===== config.mk =====
export PLATFORM = sky130hd
export DESIGN_NAME = rgb_to_hsl_converter
export DESIGN_NICKNAME = d
export VERILOG_FILES = /design/src/rtl/rgb2hsl_pkg.sv /design/src/rtl/rgb_to_hsl_converter.sv
export SDC_FILE = /design/constraint.sdc
export NUM_CORES = 2
export LEC_CHECK = 0
export ABC_AREA = 1
export BUFFER_PORTS_ARGS = -buffer_cell sky130_fd_sc_hd__buf_2
export CAP_MARGIN = 30
export CORE_MARGIN = 5
export CORE_UTILIZATION = 55
export DETAILED_ROUTE_END_ITERATION = 8
export PLACE_DENSITY = 0.71
export SLEW_MARGIN = 20
export SYNTH_ARGS = -nofsm -noshare
export SYNTH_HDL_FRONTEND = slang
export SYNTH_SLANG_ARGS = --single-unit

===== constraint.sdc =====
create_clock -name aclk -period 45.5 [get_ports aclk]
set_input_delay 2.275 -clock aclk [delete_from_list [all_inputs] [get_ports aclk]]
set_output_delay 2.275 -clock aclk [all_outputs]
set_load 0.03 [all_outputs]

===== src/rtl/rgb2hsl_pkg.sv =====
`timescale 1ns / 1ps
`default_nettype none

package rgb2hsl_pkg;

    // Width of one color channel of the input pixel.
    localparam int CH_W = 8;

    // Width of each result field.
    localparam int FIELD_W = 16;

    // Width of a divider remainder and divisor; six times the largest delta needs 11 bits.
    localparam int DEN_W = 11;

    // Divisor of the lightness fraction: the largest possible max + min.
    localparam int LIGHT_DEN = 510;

    // Half of the lightness range: saturation switches divisors here.
    localparam int HALF_SUM = 255;

    // Divider lanes, one for hue and one for saturation.
    localparam int LANES    = 2;
    localparam int LANE_HUE = 0;
    localparam int LANE_SAT = 1;

endpackage

`default_nettype wire


===== src/rtl/rgb_to_hsl_converter.sv =====
`timescale 1ns / 1ps
`default_nettype none

// RGB to HSL converter for a stream of 8-bit pixels.
// The input channel (s_valid, s_ready, s_red, s_green, s_blue) takes one pixel per beat,
// and the result channel (m_valid, m_ready, m_hue, m_saturation, m_lightness) returns one
// beat per pixel, in order. Each result is an unsigned fraction, floor(x * 2^FRACTION_BITS),
// clamped to all ones at a value of one and cut to 16 bits.
// Throughput is one pixel per clock while the skid register is empty. The pipeline
// registers max and min, then the divider operands, then passes through one
// restoring divider step per fraction bit, shared in lockstep by the hue and saturation
// lanes, and last the output register. Lightness divides by a fixed 510, so it is
// formed in the operand cycle by a multiply with a scaled reciprocal and rides along
// with the lanes.
// Synchronous active-low reset empties every stage and the output; no beat is shown
// until new pixels arrive.
// When the receiver stalls, the result waits in the output register and the pipeline
// keeps moving; one more result is caught in a skid register. Only while that skid
// register is full does the whole pipeline freeze and s_ready go low, so nothing is lost
// or repeated. s_ready comes straight from a register, not from m_ready.
module rgb_to_hsl_converter #(
    parameter int FRACTION_BITS = 16
) (
    input  wire logic                             aclk,
    input  wire logic                             aresetn,
    input  wire logic                             s_valid,
    output logic                                  s_ready,
    input  wire logic [rgb2hsl_pkg::CH_W-1:0]     s_red,
    input  wire logic [rgb2hsl_pkg::CH_W-1:0]     s_green,
    input  wire logic [rgb2hsl_pkg::CH_W-1:0]     s_blue,
    output logic                                  m_valid,
    input  wire logic                             m_ready,
    output logic      [rgb2hsl_pkg::FIELD_W-1:0]  m_hue,
    output logic      [rgb2hsl_pkg::FIELD_W-1:0]  m_saturation,
    output logic      [rgb2hsl_pkg::FIELD_W-1:0]  m_lightness
);

    import rgb2hsl_pkg::*;

    localparam int NSTG  = FRACTION_BITS + 1;
    localparam int EXT_W = (FRACTION_BITS > FIELD_W) ? FRACTION_BITS : FIELD_W;

    // Lightness is sum * RECIP >> LIG_SHIFT with RECIP = ceil(2^(FRACTION_BITS+LIG_SHIFT)
    // / 510). The rounding error of RECIP times any sum below 510 stays under 2^9, so the
    // product floors to exactly the same value as the true division.
    localparam int LIG_SHIFT = 18;
    localparam int RECIP_W   = FRACTION_BITS + 10;
    localparam int PROD_W    = RECIP_W + CH_W + 1;
    localparam logic [RECIP_W-1:0] LIG_RECIP =
        RECIP_W'(((64'd1 << (FRACTION_BITS + LIG_SHIFT)) + 64'(LIGHT_DEN - 1))
                 / 64'(LIGHT_DEN));

    // Fit a quotient to the output field: zero-extend or keep the low bits.
    function automatic logic [FIELD_W-1:0] to_field(input logic [FRACTION_BITS-1:0] q);
        logic [EXT_W-1:0] ext;
        ext = EXT_W'(q);
        return ext[FIELD_W-1:0];
    endfunction

    // The whole pipeline moves together; it holds only while the skid register is full.
    logic pipe_en;
    logic skid_valid_reg;

    assign pipe_en = !skid_valid_reg;
    assign s_ready = pipe_en;

    // ------------------------------------------------------------------
    // First stage: register the pixel with its max and min. Red wins ties.
    // ------------------------------------------------------------------
    logic              a_valid_reg;
    logic [CH_W-1:0]   a_r_reg, a_g_reg, a_b_reg, a_mx_reg, a_mn_reg;
    logic [CH_W-1:0]   a_mx_next, a_mn_next;

    always_comb begin
        a_mx_next = s_red;
        if (s_green > a_mx_next) a_mx_next = s_green;
        if (s_blue > a_mx_next)  a_mx_next = s_blue;
        a_mn_next = s_red;
        if (s_green < a_mn_next) a_mn_next = s_green;
        if (s_blue < a_mn_next)  a_mn_next = s_blue;
    end

    always_ff @(posedge aclk) begin
        if (!aresetn) begin
            a_valid_reg <= 1'b0;
        end else if (pipe_en) begin
            a_valid_reg <= s_valid;
        end
    end

    always_ff @(posedge aclk) begin
        if (pipe_en) begin
            a_r_reg  <= s_red;
            a_g_reg  <= s_green;
            a_b_reg  <= s_blue;
            a_mx_reg <= a_mx_next;
            a_mn_reg <= a_mn_next;
        end
    end

    // ------------------------------------------------------------------
    // Operand stage: numerators and divisors of the hue and saturation
    // fractions, and the finished lightness.
    // ------------------------------------------------------------------
    logic [CH_W-1:0]    delta;
    logic [CH_W:0]      sum;
    logic [DEN_W-1:0]   six_d;
    logic [DEN_W-1:0]   hue_num;
    logic [CH_W:0]      sat_den;
    logic               grey, sat_full, lig_full;
    logic [PROD_W-1:0]  lig_prod;
    logic [FIELD_W-1:0] lig_field;

    always_comb begin
        delta = a_mx_reg - a_mn_reg;
        sum   = {1'b0, a_mx_reg} + {1'b0, a_mn_reg};
        six_d = DEN_W'({delta, 2'b00}) + DEN_W'({delta, 1'b0});

        // Hue numerator over six times delta, kept within one turn.
        if (a_r_reg == a_mx_reg) begin
            if (a_g_reg >= a_b_reg) begin
                hue_num = DEN_W'(a_g_reg - a_b_reg);
            end else begin
                hue_num = six_d - DEN_W'(a_b_reg - a_g_reg);
            end
        end else if (a_g_reg == a_mx_reg) begin
            hue_num = DEN_W'({delta, 1'b0}) + DEN_W'(a_b_reg) - DEN_W'(a_r_reg);
        end else begin
            hue_num = DEN_W'({delta, 2'b00}) + DEN_W'(a_r_reg) - DEN_W'(a_g_reg);
        end

        if (sum < (CH_W + 1)'(HALF_SUM)) begin
            sat_den  = sum;
            sat_full = (a_mn_reg == '0);
        end else begin
            sat_den  = (CH_W + 1)'(LIGHT_DEN) - sum;
            sat_full = (a_mx_reg == '1);
        end

        grey     = (delta == '0);
        lig_full = (sum == (CH_W + 1)'(LIGHT_DEN));

        lig_prod  = PROD_W'(sum) * PROD_W'(LIG_RECIP);
        lig_field = lig_full ? to_field('1)
                             : to_field(lig_prod[LIG_SHIFT +: FRACTION_BITS]);
    end

    // ------------------------------------------------------------------
    // Divider pipeline: stage 0 holds the operands, each later stage
    // produces one quotient bit per lane.
    // ------------------------------------------------------------------
    logic [NSTG-1:0]          vld_reg;
    logic [NSTG-1:0]          grey_reg, sat_full_reg;
    logic [FIELD_W-1:0]       lig_reg [NSTG];
    logic [DEN_W-1:0]         rem_reg [NSTG][LANES];
    logic [DEN_W-1:0]         den_reg [NSTG][LANES];
    logic [FRACTION_BITS-1:0] q_reg   [NSTG][LANES];

    always_ff @(posedge aclk) begin
        if (!aresetn) begin
            vld_reg[0] <= 1'b0;
        end else if (pipe_en) begin
            vld_reg[0] <= a_valid_reg;
        end
    end

    always_ff @(posedge aclk) begin
        if (pipe_en) begin
            rem_reg[0][LANE_HUE] <= hue_num;
            den_reg[0][LANE_HUE] <= six_d;
            rem_reg[0][LANE_SAT] <= DEN_W'(delta);
            den_reg[0][LANE_SAT] <= DEN_W'(sat_den);
            for (int l = 0; l < LANES; l++) begin
                q_reg[0][l] <= '0;
            end
            grey_reg[0]     <= grey;
            sat_full_reg[0] <= sat_full;
            lig_reg[0]      <= lig_field;
        end
    end

    for (genvar k = 0; k < FRACTION_BITS; k++) begin : g_div
        logic [DEN_W:0]           two     [LANES];
        logic                     ge      [LANES];
        logic [DEN_W-1:0]         rem_next[LANES];
        logic [FRACTION_BITS-1:0] q_next  [LANES];

        // Restoring step: double the remainder, subtract the divisor if it fits.
        always_comb begin
            for (int l = 0; l < LANES; l++) begin
                two[l]      = {rem_reg[k][l], 1'b0};
                ge[l]       = (two[l] >= {1'b0, den_reg[k][l]});
                rem_next[l] = ge[l] ? DEN_W'(two[l] - {1'b0, den_reg[k][l]})
                                    : two[l][DEN_W-1:0];
                q_next[l]   = {q_reg[k][l][FRACTION_BITS-2:0], ge[l]};
            end
        end

        always_ff @(posedge aclk) begin
            if (!aresetn) begin
                vld_reg[k+1] <= 1'b0;
            end else if (pipe_en) begin
                vld_reg[k+1] <= vld_reg[k];
            end
        end

        always_ff @(posedge aclk) begin
            if (pipe_en) begin
                for (int l = 0; l < LANES; l++) begin
                    rem_reg[k+1][l] <= rem_next[l];
                    den_reg[k+1][l] <= den_reg[k][l];
                    q_reg[k+1][l]   <= q_next[l];
                end
                grey_reg[k+1]     <= grey_reg[k];
                sat_full_reg[k+1] <= sat_full_reg[k];
                lig_reg[k+1]      <= lig_reg[k];
            end
        end
    end

    // ------------------------------------------------------------------
    // Result forming: grey pixels have no hue or saturation, and a value
    // of exactly one clamps to all ones.
    // ------------------------------------------------------------------
    logic [FIELD_W-1:0] hue_next, sat_next, lig_next;

    always_comb begin
        if (grey_reg[NSTG-1]) begin
            hue_next = '0;
            sat_next = '0;
        end else begin
            hue_next = to_field(q_reg[NSTG-1][LANE_HUE]);
            sat_next = sat_full_reg[NSTG-1] ? to_field('1)
                                            : to_field(q_reg[NSTG-1][LANE_SAT]);
        end
        lig_next = lig_reg[NSTG-1];
    end

    // ------------------------------------------------------------------
    // Output register with a one-beat skid register behind it.
    // ------------------------------------------------------------------
    logic               out_valid_reg;
    logic [FIELD_W-1:0] out_hue_reg, out_sat_reg, out_lig_reg;
    logic [FIELD_W-1:0] skid_hue_reg, skid_sat_reg, skid_lig_reg;
    logic               leave;
    logic               to_out;

    // A result leaves the last divider stage whenever the pipeline moves.
    assign leave  = pipe_en && vld_reg[NSTG-1];
    assign to_out = !out_valid_reg || m_ready;

    always_ff @(posedge aclk) begin
        if (!aresetn) begin
            out_valid_reg  <= 1'b0;
            skid_valid_reg <= 1'b0;
        end else if (skid_valid_reg) begin
            if (m_ready) begin
                skid_valid_reg <= 1'b0;
            end
        end else if (leave) begin
            if (to_out) begin
                out_valid_reg <= 1'b1;
            end else begin
                skid_valid_reg <= 1'b1;
            end
        end else if (m_ready) begin
            out_valid_reg <= 1'b0;
        end
    end

    always_ff @(posedge aclk) begin
        if (skid_valid_reg) begin
            if (m_ready) begin
                out_hue_reg <= skid_hue_reg;
                out_sat_reg <= skid_sat_reg;
                out_lig_reg <= skid_lig_reg;
            end
        end else if (leave) begin
            if (to_out) begin
                out_hue_reg <= hue_next;
                out_sat_reg <= sat_next;
                out_lig_reg <= lig_next;
            end else begin
                skid_hue_reg <= hue_next;
                skid_sat_reg <= sat_next;
                skid_lig_reg <= lig_next;
            end
        end
    end

    assign m_valid      = out_valid_reg;
    assign m_hue        = out_hue_reg;
    assign m_saturation = out_sat_reg;
    assign m_lightness  = out_lig_reg;

endmodule

`default_nettype wire


==> flow_metrics.env <==
export IMPL_synth_seq_cells=1355
export IMPL_slowest_stage="edfxtp_1"
export IMPL_syn_num_nets=5602
export IMPL_grt_max_degree=203
export IMPL_drt_iter0_markers=1905
export IMPL_syn_to_final_growth_pct=11.0
export IMPL_htree_levels=4
export IMPL_syn_area_per_cell_um2=12.4
export IMPL_rsz0062_at_grt="no"
export IMPL_first_pass_iters=5
export IMPL_path_delay_family="adder cells"
export IMPL_yosysSeqAreaShare_pct=64.3
export IMPL_postCtsSetupRepairBufs=0
export IMPL_fmax_ghz=0.185
export IMPL_pre_cts_ws_ns=39.48
export IMPL_cp_required_ns=45.98
export IMPL_path_depth=29
export IMPL_hold_buffers=0
export IMPL_postSynthCellCount=5088
export IMPL_dp_cells=6629
export IMPL_die_x_um=348
export IMPL_arrival_ns=5.89
export IMPL_cts_root_buf="clkbuf_16"
export IMPL_critPathMaxFanout=5
export IMPL_synth_cell_types=62
export IMPL_drt_total_wl_mm=104
export IMPL_holdWs_ns=0.380
export IMPL_cp_start_kind="flip-flop"
export IMPL_post_dp_hpwl_mm=72.3
export IMPL_die_h_um=348
export IMPL_rows=124
export IMPL_fin_setup_tns_ns=0
export IMPL_path_clk_slew_ns=0.06
export IMPL_place_gp_congestion=0.891
export IMPL_status="completed"
export IMPL_gr_total_overflow=0
export IMPL_grt_pass1_wl_mm=173
export IMPL_yosys_area_top_type_share_pct=63.7
export IMPL_io_buffers=77
export IMPL_design_die_area_um2=121000
export IMPL_final_setup_viol_count=0
export IMPL_crit_path_end="lig_reg[0][15]"
export IMPL_final_cell_mix="1,335 x edfxtp_1, 756 x nand2_1, 654 x inv_1"
export IMPL_clock_path_buffers=3
export IMPL_ioPinCount=78
export IMPL_start_util_pct=55.2
export IMPL_largest_register_ffs=334
export IMPL_synth_area_leader_cell="edfxtp_1"
export IMPL_synth_ff_type="edfxtp_1"
export IMPL_grt_usage_pct=17.3
export IMPL_cts_tree="yes"
export IMPL_drive_above_1_share_pct=8.56
export IMPL_maxSlewHeadroom_pct=31.3
export IMPL_period_needed_ns=5.40
export IMPL_worst_pin_slew_ns=1.03
export IMPL_clock_latency_ns=0.75
export IMPL_wire_per_inst_um=15.2
export IMPL_worstSetupPathType="flip-flop to flip-flop"
export IMPL_ctsResizeCount=0
export IMPL_viasPerCell=5.15
export IMPL_vias=35500
export IMPL_min_path_type="flip-flop to flip-flop"
export IMPL_max_stage_delay_ns=0.46
export IMPL_yosys_warnings=0
export IMPL_grt_pass1_vias=35400
export IMPL_regToRegStartpoint="a_mx_reg[0]"
export IMPL_drv_cap=0
export IMPL_layout_cells_non_filler=6888
export IMPL_syn_cell_area_um2=63000
export IMPL_drcViolationCount=0
export IMPL_cts_sinks=1355
export IMPL_synth_async_sr_flop_share_pct=0
export IMPL_coreArea_um2=114000
export IMPL_nets=5779
export IMPL_antenna_found_initial=0
export IMPL_clock_skew_ns=0.0409
export IMPL_synth_area_top_cells="edfxtp_1 64%, ha_1 8.6%, nand2_1 4.5%"
export IMPL_critical_path_startpoint="a_mx_reg[0]"
export IMPL_setup_ws_ns=40.10
export IMPL_fill_cells=8673
export IMPL_ant_nets=0
export IMPL_numCtsBuffers=140
export IMPL_reg2reg_depth=29
export IMPL_hold_viol=0
export IMPL_regToRegSetupSlack_ns=40.10
export IMPL_critPathBufInv=5
export IMPL_r2r_end="lig_reg[0][15]"
export IMPL_endpoint_kind="flip-flop"
export IMPL_slew_violations=0
export IMPL_antenna_cells=0
export IMPL_final_common_cell="edfxtp_1"
export IMPL_fin_crit_sh_pct=11.9
export IMPL_synth_edf_count=1335
-- metrics by stage --
| stage | area, um2 | util [%] |
|---|---|---|
| 2_1_floorplan | 63000 | - |
| 3_3_place_gp | 65100 | 57.1 |
| 3_5_place_dp | 65100 | 57.1 |
| 4_1_cts | 69800 | 61.2 |
| 5_1_grt | 69900 | 61.3 |
| 6_report | 69900 | 61.3 |
-- cells by family after synthesis --
logic type	after synthesis	share of synthesized area, %
DFF	1355	64.3
and+or+nand+nor	1338	8.94
AOI/OAI and AO/OA	877	7.87
buffers and inverters	758	4.71
adders and majority gates	486	10.3
xor gates and xnor gates	274	3.89
-- per-layer routing --
metal  share of wire, %  wire length [um]  up-vias  GRT usage (%)
li1                   -                 -    18000              -
met1                 43             44700    16800           21.7
met2                 51             53400      521           31.1
met3                3.8              3960      173           2.78
met4                2.3              2380        0           5.32
met5                  0                 0        -              0
-- cell type report --
cell class                 count  area [um2]  area share (%)
timing repair buffer         105         689           0.986
clock inverter                93        1140            1.64
clock buffer                 160        3580            5.12
inverter                     688        2590            3.71
sequential                  1355       40500            57.9
multi-input combinational   2975       19500            27.9
tap                         1512        1890            2.71
-- cell usage after synthesis, drive strengths merged, types with 32 or more instances --
cell / number
a21oi: 302
nand4: 32
o21ai: 449
nand3: 111
nor2: 331
xor2: 198
ha: 433
inv: 687
clkbuf: 33
o21bai: 40
nor3: 50
nand2: 775
buf: 37
edfxtp: 1335
xnor2: 76
fa: 53
-- worst min-delay path by stage --
stage / end / start / slack, ns / cells past startpoint
floorplan: grey_reg[10] / grey_reg[9] / 0.40 / 0
global placement: lig_reg[1][5] / lig_reg[0][53] / 0.40 / 0
detailed placement: lig_reg[0][21] / lig_reg[0][5] / 0.40 / 0
CTS: lig_reg[1][11] / lig_reg[0][59] / 0.38 / 0
global route: lig_reg[1][17] / lig_reg[1][1] / 0.39 / 0
finish: q_reg[14][19] / q_reg[13][18] / 0.38 / 0
Power is not shown: default switching activity piles up to over one toggle a cycle in this logic, so the estimate is an artifact.
